$ cat src/esc_tpe_pkg.sv
package esc_tpe_pkg;

	// Mode codes of the bank mode registers
	localparam logic [3:0] MODE_PWM50     = 4'd0;
	localparam logic [3:0] MODE_PWM400    = 4'd1;
	localparam logic [3:0] MODE_OS125     = 4'd2;
	localparam logic [3:0] MODE_OS42      = 4'd3;
	localparam logic [3:0] MODE_MULTI     = 4'd4;
	localparam logic [3:0] MODE_DSHOT150  = 4'd5;
	localparam logic [3:0] MODE_DSHOT300  = 4'd6;
	localparam logic [3:0] MODE_DSHOT600  = 4'd7;
	localparam logic [3:0] MODE_DSHOT1200 = 4'd8;

	// Configuration register indexes
	localparam logic [1:0] REG_BANK_ONE_MODE  = 2'd0;
	localparam logic [1:0] REG_BANK_TWO_MODE  = 2'd1;
	localparam logic [1:0] REG_TELEMETRY_MASK = 2'd2;

	// DShot bit times and DShot value gain and offset
	localparam logic [11:0] DSHOT_ONE_TIME  = 12'd53;
	localparam logic [11:0] DSHOT_ZERO_TIME = 12'd26;
	localparam logic [10:0] DIGITAL_GAIN    = 11'd1999;
	localparam logic [10:0] DIGITAL_OFFSET  = 11'd48;

	// Final slot of each word run
	localparam logic [4:0] SLOT_SINGLE_LAST = 5'd0;
	localparam logic [4:0] SLOT_PAIR_LAST   = 5'd1;
	localparam logic [4:0] SLOT_DSHOT_LAST  = 5'd16;

	// Shape of the word run of one item
	typedef enum logic [1:0] {
		KIND_SINGLE,
		KIND_PAIR,
		KIND_DSHOT
	} kind_t;

	// One encoded item, handed from the encoder to the serialiser
	typedef struct packed {
		logic        bank;
		logic [1:0]  lane;
		kind_t       kind;
		logic [11:0] value;   // scaled pulse word (PWM, oneshot, multishot)
		logic [15:0] packet;  // DShot frame, MSB sent first
	} job_t;

endpackage

$ cat src/esc_tpe_enc.sv
module esc_tpe_enc #(
	parameter int FRACTION_BITS = 12
) (
	input  logic                clk,
	input  logic                arst_n,
	input  logic [3:0]          bank_one_mode,
	input  logic [3:0]          bank_two_mode,
	input  logic [7:0]          telemetry_mask,
	input  logic                in_valid,
	output logic                in_ready,
	input  logic [2:0]          channel,
	input  logic signed [15:0]  throttle,
	output logic                job_valid,
	output esc_tpe_pkg::job_t   job,
	input  logic                job_take
);

	localparam int QW = FRACTION_BITS + 1;
	localparam int PW = QW + 11;

	logic                bank;
	logic [1:0]          lane;
	logic [3:0]          mode;
	logic                mode_ok;
	esc_tpe_pkg::kind_t  kind;
	logic [10:0]         gain;
	logic [10:0]         bias;
	logic [31:0]         full32;
	logic [31:0]         raw32;
	logic [31:0]         q32;
	logic [QW-1:0]       q;
	logic [PW-1:0]       prod;
	logic [11:0]         value;
	logic [10:0]         dval;
	logic                tbit;
	logic [11:0]         pkt;
	logic [3:0]          csum;
	logic                accept;
	logic                job_valid_s1;
	esc_tpe_pkg::job_t   job_s1;

	// Bank and mirrored lane of the channel
	assign bank = channel[2];
	assign lane = channel[2] ? ~channel[1:0] : channel[1:0];
	assign mode = bank ? bank_two_mode : bank_one_mode;

	// Gain, bias and word run shape by mode
	always_comb begin
		mode_ok = 1'b1;
		kind    = esc_tpe_pkg::KIND_SINGLE;
		gain    = 11'd1000;
		bias    = 11'd1000;
		unique case (mode)
			esc_tpe_pkg::MODE_PWM50, esc_tpe_pkg::MODE_PWM400: begin
				kind = esc_tpe_pkg::KIND_SINGLE;
				gain = 11'd1000;
				bias = 11'd1000;
			end
			esc_tpe_pkg::MODE_OS125: begin
				kind = esc_tpe_pkg::KIND_PAIR;
				gain = 11'd1049;
				bias = 11'd1049;
			end
			esc_tpe_pkg::MODE_OS42: begin
				kind = esc_tpe_pkg::KIND_PAIR;
				gain = 11'd1175;
				bias = 11'd1175;
			end
			esc_tpe_pkg::MODE_MULTI: begin
				kind = esc_tpe_pkg::KIND_PAIR;
				gain = 11'd1680;
				bias = 11'd420;
			end
			esc_tpe_pkg::MODE_DSHOT150, esc_tpe_pkg::MODE_DSHOT300,
			esc_tpe_pkg::MODE_DSHOT600, esc_tpe_pkg::MODE_DSHOT1200: begin
				kind = esc_tpe_pkg::KIND_DSHOT;
				gain = esc_tpe_pkg::DIGITAL_GAIN;
				bias = esc_tpe_pkg::DIGITAL_OFFSET;
			end
			default: begin
				mode_ok = 1'b0;
			end
		endcase
	end

	// Clamp throttle to 0..full
	assign full32 = 32'd1 << FRACTION_BITS;
	assign raw32  = {16'd0, throttle};
	assign q32    = throttle[15] ? 32'd0 : ((raw32 > full32) ? full32 : raw32);
	assign q      = q32[QW-1:0];

	// Scale: (q * gain) >> FRACTION_BITS, plus bias
	assign prod  = {{11{1'b0}}, q} * {{QW{1'b0}}, gain};
	assign value = {1'b0, prod[FRACTION_BITS+10:FRACTION_BITS]} + {1'b0, bias};

	// DShot frame: value, telemetry bit, xor nibble checksum
	assign dval = (q == '0) ? 11'd0 : value[10:0];
	assign tbit = telemetry_mask[{bank, lane}];
	assign pkt  = {dval, tbit};
	assign csum = pkt[3:0] ^ pkt[7:4] ^ pkt[11:8];

	assign in_ready = !job_valid_s1 || job_take;
	assign accept   = in_valid && in_ready;

	// Job register; items of an unused mode are taken and dropped
	always_ff @(posedge clk or negedge arst_n) begin
		if (!arst_n) begin
			job_valid_s1 <= 1'b0;
		end else if (accept) begin
			job_valid_s1 <= mode_ok;
		end else if (job_take) begin
			job_valid_s1 <= 1'b0;
		end
	end

	always_ff @(posedge clk) begin
		if (accept) begin
			job_s1.bank   <= bank;
			job_s1.lane   <= lane;
			job_s1.kind   <= kind;
			job_s1.value  <= value;
			job_s1.packet <= {pkt, csum};
		end
	end

	assign job_valid = job_valid_s1;
	assign job       = job_s1;

endmodule

$ cat src/esc_tpe_ser.sv
module esc_tpe_ser (
	input  logic               clk,
	input  logic               arst_n,
	input  logic               job_valid,
	input  esc_tpe_pkg::job_t  job,
	output logic               job_take,
	output logic               out_valid,
	input  logic               out_ready,
	output logic               out_bank,
	output logic [1:0]         out_lane,
	output logic [4:0]         out_slot,
	output logic [11:0]        out_value,
	output logic               out_last
);

	logic [4:0]  slot_q;
	logic [4:0]  last_slot;
	logic        is_last;
	logic        advance;
	logic [3:0]  bit_idx;
	logic [11:0] word;
	logic        out_valid_q;
	logic        out_bank_q;
	logic [1:0]  out_lane_q;
	logic [4:0]  out_slot_q;
	logic [11:0] out_value_q;
	logic        out_last_q;

	// Final slot of the current job
	always_comb begin
		case (job.kind)
			esc_tpe_pkg::KIND_SINGLE: last_slot = esc_tpe_pkg::SLOT_SINGLE_LAST;
			esc_tpe_pkg::KIND_PAIR:   last_slot = esc_tpe_pkg::SLOT_PAIR_LAST;
			esc_tpe_pkg::KIND_DSHOT:  last_slot = esc_tpe_pkg::SLOT_DSHOT_LAST;
			default:                  last_slot = esc_tpe_pkg::SLOT_SINGLE_LAST;
		endcase
	end

	assign is_last = (slot_q == last_slot);
	assign bit_idx = 4'd15 - slot_q[3:0];

	// Compare word of the current slot
	always_comb begin
		if (is_last && job.kind != esc_tpe_pkg::KIND_SINGLE) begin
			word = 12'd0;
		end else if (job.kind == esc_tpe_pkg::KIND_DSHOT) begin
			word = job.packet[bit_idx] ? esc_tpe_pkg::DSHOT_ONE_TIME
			                           : esc_tpe_pkg::DSHOT_ZERO_TIME;
		end else begin
			word = job.value;
		end
	end

	assign advance  = !out_valid_q || out_ready;
	assign job_take = advance && job_valid && is_last;

	// Slot counter, one word per output beat
	always_ff @(posedge clk or negedge arst_n) begin
		if (!arst_n) begin
			slot_q      <= '0;
			out_valid_q <= 1'b0;
		end else if (advance) begin
			out_valid_q <= job_valid;
			if (job_valid) begin
				slot_q <= is_last ? 5'd0 : slot_q + 5'd1;
			end
		end
	end

	// Output register
	always_ff @(posedge clk) begin
		if (advance && job_valid) begin
			out_bank_q  <= job.bank;
			out_lane_q  <= job.lane;
			out_slot_q  <= slot_q;
			out_value_q <= word;
			out_last_q  <= is_last;
		end
	end

	assign out_valid = out_valid_q;
	assign out_bank  = out_bank_q;
	assign out_lane  = out_lane_q;
	assign out_slot  = out_slot_q;
	assign out_value = out_value_q;
	assign out_last  = out_last_q;

endmodule

$ cat src/esc_throttle_pulse_encoder_top.sv
// Channel    Direction  Beat carries
// s_*        in         channel, throttle
// m_*        out        bank, lane, slot, compare_value; tlast marks the final word
// cfg_*      in         register index and value (mode one, mode two, telemetry mask)
//
// One compare word leaves per cycle while m_tready is high: an item is one word in
// PWM modes, two in oneshot and multishot modes and seventeen in DShot modes, set
// by the serialiser that walks the slots of the job register. An input beat fills
// the job register and its words the output register; the next input beat is taken
// at the edge that sends the final word, so runs follow with no gap. Reset sets both
// modes to DShot150, the mask to zero; m_tready low holds the output word and input.
module esc_throttle_pulse_encoder_top #(
	parameter int FRACTION_BITS = 12
) (
	input  logic        clk,
	input  logic        arst_n,
	input  logic        s_tvalid,
	output logic        s_tready,
	input  logic [23:0] s_tdata,     // channel[2:0], throttle[18:3], zero fill
	output logic        m_tvalid,
	input  logic        m_tready,
	output logic [23:0] m_tdata,     // bank[0], lane[2:1], slot[7:3], compare_value[19:8]
	output logic        m_tlast,
	input  logic        cfg_valid,
	output logic        cfg_ready,
	input  logic [1:0]  cfg_index,
	input  logic [7:0]  cfg_data
);

	logic [3:0]         bank_one_mode_q;
	logic [3:0]         bank_two_mode_q;
	logic [7:0]         telemetry_mask_q;
	logic               job_valid;
	esc_tpe_pkg::job_t  job;
	logic               job_take;
	logic               out_bank;
	logic [1:0]         out_lane;
	logic [4:0]         out_slot;
	logic [11:0]        out_value;

	// Configuration registers
	assign cfg_ready = 1'b1;

	always_ff @(posedge clk or negedge arst_n) begin
		if (!arst_n) begin
			bank_one_mode_q  <= esc_tpe_pkg::MODE_DSHOT150;
			bank_two_mode_q  <= esc_tpe_pkg::MODE_DSHOT150;
			telemetry_mask_q <= 8'd0;
		end else if (cfg_valid) begin
			unique case (cfg_index)
				esc_tpe_pkg::REG_BANK_ONE_MODE:  bank_one_mode_q  <= cfg_data[3:0];
				esc_tpe_pkg::REG_BANK_TWO_MODE:  bank_two_mode_q  <= cfg_data[3:0];
				esc_tpe_pkg::REG_TELEMETRY_MASK: telemetry_mask_q <= cfg_data;
				default: ;
			endcase
		end
	end

	esc_tpe_enc #(
		.FRACTION_BITS (FRACTION_BITS)
	) u_enc (
		.clk            (clk),
		.arst_n         (arst_n),
		.bank_one_mode  (bank_one_mode_q),
		.bank_two_mode  (bank_two_mode_q),
		.telemetry_mask (telemetry_mask_q),
		.in_valid       (s_tvalid),
		.in_ready       (s_tready),
		.channel        (s_tdata[2:0]),
		.throttle       (s_tdata[18:3]),
		.job_valid      (job_valid),
		.job            (job),
		.job_take       (job_take)
	);

	esc_tpe_ser u_ser (
		.clk       (clk),
		.arst_n    (arst_n),
		.job_valid (job_valid),
		.job       (job),
		.job_take  (job_take),
		.out_valid (m_tvalid),
		.out_ready (m_tready),
		.out_bank  (out_bank),
		.out_lane  (out_lane),
		.out_slot  (out_slot),
		.out_value (out_value),
		.out_last  (m_tlast)
	);

	assign m_tdata = {4'd0, out_value, out_slot, out_lane, out_bank};

`ifndef SYNTH
	// A run ends only on one of the final slots (0, 1 or 16)
	a_last_slot: assert property (@(posedge clk) disable iff (!arst_n)
		m_tvalid && m_tlast |-> (m_tdata[7:3] == 5'd0 || m_tdata[7:3] == 5'd1 ||
		m_tdata[7:3] == 5'd16))
		else $error("tlast on an unexpected slot");

	// Within a run the next word carries the next slot
	a_slot_step: assert property (@(posedge clk) disable iff (!arst_n)
		m_tvalid && m_tready && !m_tlast |=> !m_tvalid ||
		m_tdata[7:3] == $past(m_tdata[7:3]) + 5'd1)
		else $error("slot did not step by one");

	// Middle DShot slots carry a bit time
	a_bit_time: assert property (@(posedge clk) disable iff (!arst_n)
		m_tvalid && m_tdata[7:3] >= 5'd2 && m_tdata[7:3] < 5'd16 |->
		(m_tdata[19:8] == esc_tpe_pkg::DSHOT_ONE_TIME ||
		m_tdata[19:8] == esc_tpe_pkg::DSHOT_ZERO_TIME))
		else $error("DShot slot without a bit time");
`endif

endmodule

$ cat config.mk
export PLATFORM = sky130hd
export DESIGN_NAME = esc_throttle_pulse_encoder_top
export DESIGN_NICKNAME = d
export VERILOG_FILES = /design/src/esc_tpe_pkg.sv /design/src/esc_tpe_enc.sv /design/src/esc_tpe_ser.sv /design/src/esc_throttle_pulse_encoder_top.sv
export SDC_FILE = /design/constraint.sdc
export NUM_CORES = 1
export LEC_CHECK = 0
export BUFFER_PORTS_ARGS = -buffer_cell sky130_fd_sc_hd__buf_2
export CORE_AREA = 2 2 134 136
export DETAILED_ROUTE_END_ITERATION = 12
export DIE_AREA = 0 0 136 138
export GPL_TIMING_DRIVEN = 0
export PLACE_DENSITY = 0.71
export SETUP_SLACK_MARGIN = 0.05
export SYNTH_ARGS = -nofsm -noshare
export SYNTH_HDL_FRONTEND = slang
export SYNTH_SLANG_ARGS = --single-unit
$ cat constraint.sdc
create_clock -name clk -period 25.2 [get_ports clk]
set_input_delay 6.3 -clock clk [delete_from_list [all_inputs] [get_ports clk]]
set_output_delay 6.3 -clock clk [all_outputs]
set_load 0.005 [all_outputs]
==> Implementation_results.wiki, run 1 <==
{| class="wikitable"
! Metric !! Value
|-
| Buffers from clock root to sink, at most || 2
|-
| P&R area growth vs syn || 9.90%
|-
| Num ports || 67
|-
| Number of instances resized during post-cts repair || 0
|-
| Final clock period utilization by the worst path || 61.7%
|-
| TritonCTS buffer count || 9
|-
| Fraction of synthesis flops using an asynchronous set or reset pin || 29.9%
|-
| Most common cell after layout, fill and taps aside || sky130_fd_sc_hd__inv_1
|-
| CP max FO || 11
|-
| Timing endpoint of the critical path || u_enc.job[3]
|-
| Residual overflow from global routing || 0
|-
| Count of input and output buffers || 47
|-
| Largest net degree at the start of global routing || 34
|-
| Number of nets in the finished design || 1080
|-
| Die Width || 136 µm
|-
| Flops & latches, synth || 77
|-
| Critical Path Start Type || input pin
|-
| Type of the tightest min-delay check || register to register
|-
| DRC violations left || 0
|-
| Fin Setup TNS || 0 ns
|-
| Main combinational cell family by area after synthesis || adder cells
|-
| Buffers & Inverters on Critical Path || 7
|-
| Worst slack on hold paths || 0.418 ns
|-
| Result of the run || complete, no violations
|-
| Starting DRT DRC Count || 330
|-
| Clock transition time at the flip-flop clock pins of the worst setup and hold paths || 0.05 ns
|-
| Worst path top cell family by delay || adder cells
|-
| Average wire length per cell after detail routing || 15.9 µm
|-
| Critical R2R Launch || bank_two_mode_q[0]
|-
| Die outline area || 0.0188 mm²
|-
| Library cell appearing most often on the critical path || sky130_fd_sc_hd__fa_1
|-
| Max Freq || 64.3 MHz
|-
| Overall track demand over capacity in global routing || 19.6%
|-
| Most common flop cell mapped by yosys || sky130_fd_sc_hd__edfxtp_1
|-
| CTS Hold Buffers Added || 0
|-
| Count of warnings emitted by yosys || 0
|-
| Number of antenna cells inserted || 0
|-
| Kind of end point of the critical path || register
|-
| Number of antenna-violating nets in the routed design || 0
|-
| Worst-case headroom to the max-slew limit || 28.2%
|-
| Worst reg2reg path depth || 33
|-
| Sequential-to-total area share from yosys stat || 27.0%
|-
| Startpoint-to-endpoint class of the critical path || input pin to register
|-
| Adder-cell share of the synthesized area || 34.2%
|-
| Fin. Hold Viols || 0
|-
| Count of final setup violators || 0
|-
| Worst vdd ir || 0.0651 mV
|-
| Cell depth of the worst min-delay path || 0
|-
| Most used cells in the layout excluding fill and tap cells || 146 x sky130_fd_sc_hd__inv_1, 97 x sky130_fd_sc_hd__fa_1, 68 x sky130_fd_sc_hd__nand2_1, 68 x sky130_fd_sc_hd__ha_1, 55 x sky130_fd_sc_hd__nor2_1
|-
| Number of antenna violations at the first check in global routing || 0
|-
| Synthesized-area fraction occupied by and/or/nand/nor cells || 14.3%
|-
| Total power divided by cell area || 67.0 mW/mm²
|-
| Layout cells sized above 1 || 12.3%
|-
| Path length in cells of the critical path || 34
|-
| Post-Synth XOR/XNOR Area || 3.43%
|-
| Total iterations of the first detailed-routing run || 5
|-
| Min cycle time layout || 15.56 ns
|-
| Global-route wire length before repair || 28.8 mm
|-
| Mux contribution to synthesized area || 5.55%
|-
| Arrival time at the worst endpoint || 15.64 ns
|-
| Via count || 5857
|-
| Average cell area after synthesis || 10.0 µm²
|-
| Skew final || 0.00655 ns
|-
| Worst reg2reg endpoint || u_enc.job[3]
|-
| Clock Sink Count || 77
|-
| Effective utilization at floorplan || 46.6%
|-
| Setup bufs post-CTS || 0
|-
| Placer's final routability congestion estimate || 0.939
|-
| Mean number of vias per cell || 5.28
|-
| Count of cell types in the netlist || 61
|-
| Detailed-placement wirelength estimate || 14.2 mm
|-
| Highest cell delay on the worst timing path || 0.61 ns
|-
| Number of global-route vias before repair || 5813
|-
| Leakage Power || 4.43 nW
|-
| Core region area || 0.0175 mm²
|-
| Cells after Synth || 815
|-
| Crit. Startpoint || s_tdata[2]
|-
| Actual slew at the worst max-slew pin || 1.07 ns
|-
| Count of flip-flops with a built-in enable after synthesis || 54
|-
| Setup repair after global routing missed its margin || false
|-
| Number of levels the H-tree was split into || 3
|-
| Required @ worst endpoint || 25.28 ns
|-
| Compound-gate portion of the synthesized area || 6.79%
|-
| Post-detailed-routing wire length || 17.7 mm
|-
| Chip height || 138 µm
|-
| TritonCTS clock tree || built
|-
| FF-to-FF setup slack || 15.50 ns
|-
| Total standard cell area after synthesis || 0.00817 mm²
|-
| Number of standard-cell rows in the floorplan || 49
|-
| Worst skew pair latency || 0.33 ns
|-
| Max Cap Viol || 0
|-
| Standard cell with the maximum stage delay on the critical path || sky130_fd_sc_hd__clkbuf_1
|-
| Max-slew violations || 0
|-
| Root buffer cell || sky130_fd_sc_hd__clkbuf_16
|}
-- final cells by class --
class,count,area [µm²]
plain buffers,34,159
clock buffers,12,236
clock inverters,3,37.5
fillers,1595,8560
inverters,147,552
multi-input cells,560,5270
flip-flops and latches,77,2200
well taps,229,287
repair buffers,47,235
-- registers in the layout, indices dropped and copies added (netlist names) --
register          cells
u_ser.out_valid       1
u_enc.job            33
u_ser.slot_q          5
bank_one_mode_q       4
u_ser.out_slot        5
u_ser.out_value      12
telemetry_mask_q      8
bank_two_mode_q       4
u_enc.job_valid       1
u_ser.out_bank        1
u_ser.out_last        1
u_ser.out_lane        2
-- worst min path at each step --
stage / from / end / slack, ns
after floorplan: u_enc.job[32] / u_ser.out_bank / 0.40
after global placement: u_enc.job[30] / u_ser.out_lane[0] / 0.40
after detailed placement: u_enc.job[30] / u_ser.out_lane[0] / 0.41
after CTS: u_enc.job[30] / u_ser.out_lane[0] / 0.42
after global routing: u_enc.job[30] / u_ser.out_lane[0] / 0.42
final: u_enc.job[30] / u_ser.out_lane[0] / 0.42
-- through the flow --
| step | std cells | cell area [µm²] | util, % | power (mW) | worst slack, ns |
|---|---|---|---|---|---|
| after global routing | 1109 | 8970 | 51.2 | 0.649 | 9.15 |
| after detailed placement | 1094 | 8700 | 49.6 | 0.482 | 9.44 |
| after floorplan | 818 | 8180 | - | 0.407 | 10.97 |
| after global placement | 1094 | 8700 | 49.6 | 0.475 | 9.49 |
| final | 1109 | 8970 | 51.2 | 0.602 | 9.64 |
| after CTS | 1109 | 8970 | 51.2 | 0.605 | 9.77 |
-- Yosys cell counts, types with 19 or more instances --
cell type	instances	area, µm²
sky130_fd_sc_hd__nand3_1	43	215
sky130_fd_sc_hd__edfxtp_1	54	1620
sky130_fd_sc_hd__fa_1	97	1940
sky130_fd_sc_hd__nor2_1	55	206
sky130_fd_sc_hd__inv_1	146	548
sky130_fd_sc_hd__mux2_2	22	248
sky130_fd_sc_hd__nand2_1	68	255
sky130_fd_sc_hd__and2_1	22	138
sky130_fd_sc_hd__and3_1	20	125
sky130_fd_sc_hd__ha_1	68	851
sky130_fd_sc_hd__a21oi_1	23	115
sky130_fd_sc_hd__clkbuf_1	24	90.1
sky130_fd_sc_hd__dfrtp_1	19	475
sky130_fd_sc_hd__xnor2_1	20	175
-- report_power, final --
part           internal (mW)  switching, mW
sequential             0.182         0.0116
clock                 0.0754         0.0444
combinational          0.119          0.169
-- kinds of logic (layout without fill, tap and decap cells) --
group,Yosys count,after routing
buffers and inverters,181,243
other,2,5
XOR/XNOR,32,32
flip-flops,77,77
AO/OA/AOI/OAI,81,81
multiplexers,35,35
AND/OR/NAND/NOR,242,242
adder cells (fa/ha/maj),165,165
-- layer usage --
| metal | up-vias | wire length (µm) | track usage [%] |
|---|---|---|---|
| li1 | 2783 | - | - |
| met1 | 2823 | 7560 | 26.4 |
| met2 | 229 | 8380 | 31.8 |
| met3 | 22 | 1430 | 4.73 |
| met4 | 0 | 280 | 5.37 |
| met5 | - | 0 | 0 |
(Power assumes the default switching activity.)
==> run 2, diff against run 1 <==
--- a/config.mk
+++ b/config.mk
@@ -5,12 +5,13 @@
 export SDC_FILE = /design/constraint.sdc
 export NUM_CORES = 1
 export LEC_CHECK = 0
+export ABC_AREA = 1
 export BUFFER_PORTS_ARGS = -buffer_cell sky130_fd_sc_hd__buf_2
-export CORE_AREA = 2 2 134 136
+export CORE_AREA = 2 2 137 139
 export DETAILED_ROUTE_END_ITERATION = 12
-export DIE_AREA = 0 0 136 138
+export DIE_AREA = 0 0 139 141
 export GPL_TIMING_DRIVEN = 0
-export PLACE_DENSITY = 0.71
+export PLACE_DENSITY = 0.74
 export SETUP_SLACK_MARGIN = 0.05
 export SYNTH_ARGS = -nofsm -noshare
 export SYNTH_HDL_FRONTEND = slang
==> constraint.sdc (replaced) <==
create_clock -name clk -period 14.2 [get_ports clk]
set_input_delay 3.55 -clock clk [delete_from_list [all_inputs] [get_ports clk]]
set_output_delay 3.55 -clock clk [all_outputs]
set_load 0.005 [all_outputs]
==> Implementation_results.wiki, run 2 <==
{| class="wikitable"
! Metric !! Value
|-
| Setup repair after global routing missed its margin || false
|-
| Main combinational cell family by area after synthesis || adder cells
|-
| Type of the tightest min-delay check || register to register
|-
| Skew final || 0.00540 ns
|-
| Total iterations of the first detailed-routing run || 7
|-
| Startpoint-to-endpoint class of the critical path || input pin to register
|-
| Effective utilization at floorplan || 46.7%
|-
| Placer's final routability congestion estimate || 0.893
|-
| Count of flip-flops with a built-in enable after synthesis || 54
|-
| Top-count cell post-synth || sky130_fd_sc_hd__inv_1
|-
| Worst-case headroom to the max-slew limit || 33.9%
|-
| Num ports || 67
|-
| Cell types with the largest area share after synthesis || sky130_fd_sc_hd__fa_1 23%, sky130_fd_sc_hd__edfxtp_1 19%, sky130_fd_sc_hd__ha_1 10%
|-
| Total power divided by cell area || 107 mW/mm²
|-
| Crit. Startpoint || s_tdata[2]
|-
| Worst path top cell family by delay || adder cells
|-
| Most common flop cell mapped by yosys || sky130_fd_sc_hd__edfxtp_1
|-
| FF-to-FF setup slack || 5.95 ns
|-
| Count of input and output buffers || 55
|-
| Die outline area || 0.0196 mm²
|-
| Global-route wire length before repair || 30.6 mm
|-
| Count of cell types in the netlist || 55
|-
| Adder-cell share of the synthesized area || 32.7%
|-
| P&R area growth vs syn || 11.0%
|-
| Result of the run || complete, no violations
|-
| TritonCTS buffer count || 9
|-
| Count of warnings emitted by yosys || 0
|-
| Max-slew violations || 0
|-
| Timing endpoint of the critical path || u_enc.job[2]
|-
| Number of flip-flops under the largest register name || 33
|-
| Via count || 6594
|-
| Required @ worst endpoint || 14.30 ns
|-
| Number of antenna-violating nets in the routed design || 0
|-
| Setup bufs post-CTS || 0
|-
| Detailed-placement wirelength estimate || 15.3 mm
|-
| Worst reg2reg endpoint || u_enc.job[2]
|-
| Mean number of vias per cell || 5.01
|-
| Leakage Power || 5.04 nW
|-
| Cell type contributing the most total cell area after synthesis || sky130_fd_sc_hd__fa_1
|-
| Buffers & Inverters on Critical Path || 8
|-
| Residual overflow from global routing || 0
|-
| TritonCTS clock tree || built
|-
| Chip height || 141 µm
|-
| Library cell appearing most often on the critical path || sky130_fd_sc_hd__nand2_1
|-
| Yosys top cell area share || 22.8%
|-
| Max Cap Viol || 0
|-
| Post-detailed-routing wire length || 18.4 mm
|-
| Number of nets in the finished design || 1281
|-
| Worst reg2reg path depth || 35
|-
| Fin. Hold Viols || 0
|-
| DRC violations left || 0
|-
| Min cycle time layout || 11.34 ns
|-
| Layout cells sized above 1 || 12.2%
|-
| Fraction of synthesis flops using an asynchronous set or reset pin || 29.9%
|-
| Final clock period utilization by the worst path || 79.9%
|-
| Number of antenna cells inserted || 0
|-
| Critical Path Start Type || input pin
|-
| Average cell area after synthesis || 8.47 µm²
|-
| Cells after Synth || 1007
|-
| Worst skew pair latency || 0.34 ns
|-
| Compound-gate portion of the synthesized area || 7.24%
|-
| Arrival time at the worst endpoint || 11.44 ns
|-
| Max Freq || 88.2 MHz
|-
| Number of antenna violations at the first check in global routing || 0
|-
| Flops & latches, synth || 77
|-
| Standard cell with the maximum stage delay on the critical path || sky130_fd_sc_hd__nor3_2
|-
| Fill cell count || 1712
|-
| Core region area || 0.0183 mm²
|-
| Synthesized-area fraction occupied by and/or/nand/nor cells || 19.4%
|-
| CTS Hold Buffers Added || 0
|-
| DP Cell Count || 1300
|-
| Number of instances resized during post-cts repair || 0
|-
| Number of global-route vias before repair || 6541
|-
| Path length in cells of the critical path || 38
|-
| Post-Synth XOR/XNOR Area || 2.46%
|-
| Fin Setup TNS || 0 ns
|-
| CP max FO || 10
|-
| Largest net degree at the start of global routing || 31
|-
| Clock transition time at the flip-flop clock pins of the worst setup and hold paths || 0.06 ns
|-
| Kind of end point of the critical path || register
|-
| Most frequent cells after synthesis || 226 x sky130_fd_sc_hd__inv_1, 198 x sky130_fd_sc_hd__nand2_1, 106 x sky130_fd_sc_hd__nor2_1
|-
| Non-filler cells in the finished layout || 1316
|-
| Total standard cell area after synthesis || 0.00853 mm²
|-
| Clock Sink Count || 77
|-
| Sequential-to-total area share from yosys stat || 25.8%
|-
| Starting DRT DRC Count || 392
|-
| Most used cells in the layout excluding fill and tap cells || 226 x sky130_fd_sc_hd__inv_1, 198 x sky130_fd_sc_hd__nand2_1, 106 x sky130_fd_sc_hd__nor2_1, 97 x sky130_fd_sc_hd__fa_1, 68 x sky130_fd_sc_hd__ha_1
|-
| Count of final setup violators || 0
|-
| Average wire length per cell after detail routing || 14.0 µm
|-
| Actual slew at the worst max-slew pin || 0.986 ns
|-
| Most common cell after layout, fill and taps aside || sky130_fd_sc_hd__inv_1
|-
| Overall track demand over capacity in global routing || 19.5%
|-
| Root buffer cell || sky130_fd_sc_hd__clkbuf_16
|-
| Number of standard-cell rows in the floorplan || 50
|-
| Number of levels the H-tree was split into || 3
|-
| Worst vdd ir || 0.126 mV
|-
| Highest cell delay on the worst timing path || 0.74 ns
|-
| Critical R2R Launch || bank_one_mode_q[3]
|-
| Die Width || 139 µm
|-
| Mux contribution to synthesized area || 0.381%
|-
| Buffers from clock root to sink, at most || 2
|}
## run 2: cell types whose count changed after synthesis, moves of 17 or more
cell / delta
sky130_fd_sc_hd__nor2_1: +51
sky130_fd_sc_hd__o21ai_0: +33
sky130_fd_sc_hd__xnor2_1: -17
sky130_fd_sc_hd__clkbuf_1: -21
sky130_fd_sc_hd__nand2_1: +130
sky130_fd_sc_hd__inv_1: +80
sky130_fd_sc_hd__mux2_2: -20
sky130_fd_sc_hd__and3_1: -19
sky130_fd_sc_hd__and2_1: -22
## run 2: metal layers
layer | vias to the layer above | GRT usage [%] | part of all wire [%]
met5 | - | 0 | 0
met4 | 0 | 9.04 | 3.9
met3 | 45 | 3.13 | 6.0
met2 | 245 | 33.6 | 48
met1 | 3065 | 24.2 | 42
li1 | 3239 | - | -
## run 2: worst reg2reg max path: cells and delay by family, from the launching register on
family / cells / cell delay, ns
XOR/XNOR: 2 / 0.48
AND/OR/NAND/NOR: 15 / 2.26
buffers and inverters: 6 / 0.57
flip-flops: 1 / 0.40
AO/OA/AOI/OAI: 5 / 0.98
adder cells (fa/ha/maj): 7 / 3.31
## run 2: through the flow
stage	utilization, %	power, mW	hold slack [ns]	setup WS (ns)	area, µm²
final	51.8	1.02	0.418	2.86	9470
after global routing	51.8	1.09	0.429	2.38	9470
after CTS	51.8	1.02	0.420	2.90	9470
after detailed placement	50.1	0.777	0.407	2.60	9140
after global placement	49.9	0.759	0.402	2.68	9110
after floorplan	-	0.653	0.400	4.15	8540
## run 2: cells by family (layout without fill, tap and decap cells)
group | Yosys count | in the layout
adders and majority gates | 165 | 165
other | 2 | 5
xor gates and xnor gates | 24 | 24
and+or+nand+nor | 377 | 377
muxes | 3 | 3
DFF | 77 | 77
AOI/OAI and AO/OA | 107 | 107
buffers and inverters | 252 | 324
## run 2: worst min path at each step
stage	start	endpoint	cells past startpoint
after floorplan	u_enc.job[32]	u_ser.out_bank	0
after detailed placement	u_enc.job[30]	u_ser.out_lane[0]	0
final	u_enc.job[30]	u_ser.out_lane[0]	0
after global placement	u_enc.job[32]	u_ser.out_bank	0
after global routing	u_enc.job[30]	u_ser.out_lane[0]	0
after CTS	u_enc.job[30]	u_ser.out_lane[0]	0
## run 2: layout make-up
type                       count  area, µm²  share of cell area [%]
multi-input combinational    681       5340                    56.4
timing repair buffer          56        295                    3.12
inverter                     235        892                    9.42
clock buffer                  15        322                    3.39
buffer                        17        119                    1.25
tap                          234        293                    3.09
sequential                    77       2200                    23.2
clock inverter                 1       6.26                  0.0661
## run 2: report_power, final
part	total (mW)	internal, mW	switching [mW]
clock	0.238	0.155	0.0828
sequential	0.340	0.317	0.0236
combinational	0.438	0.153	0.286
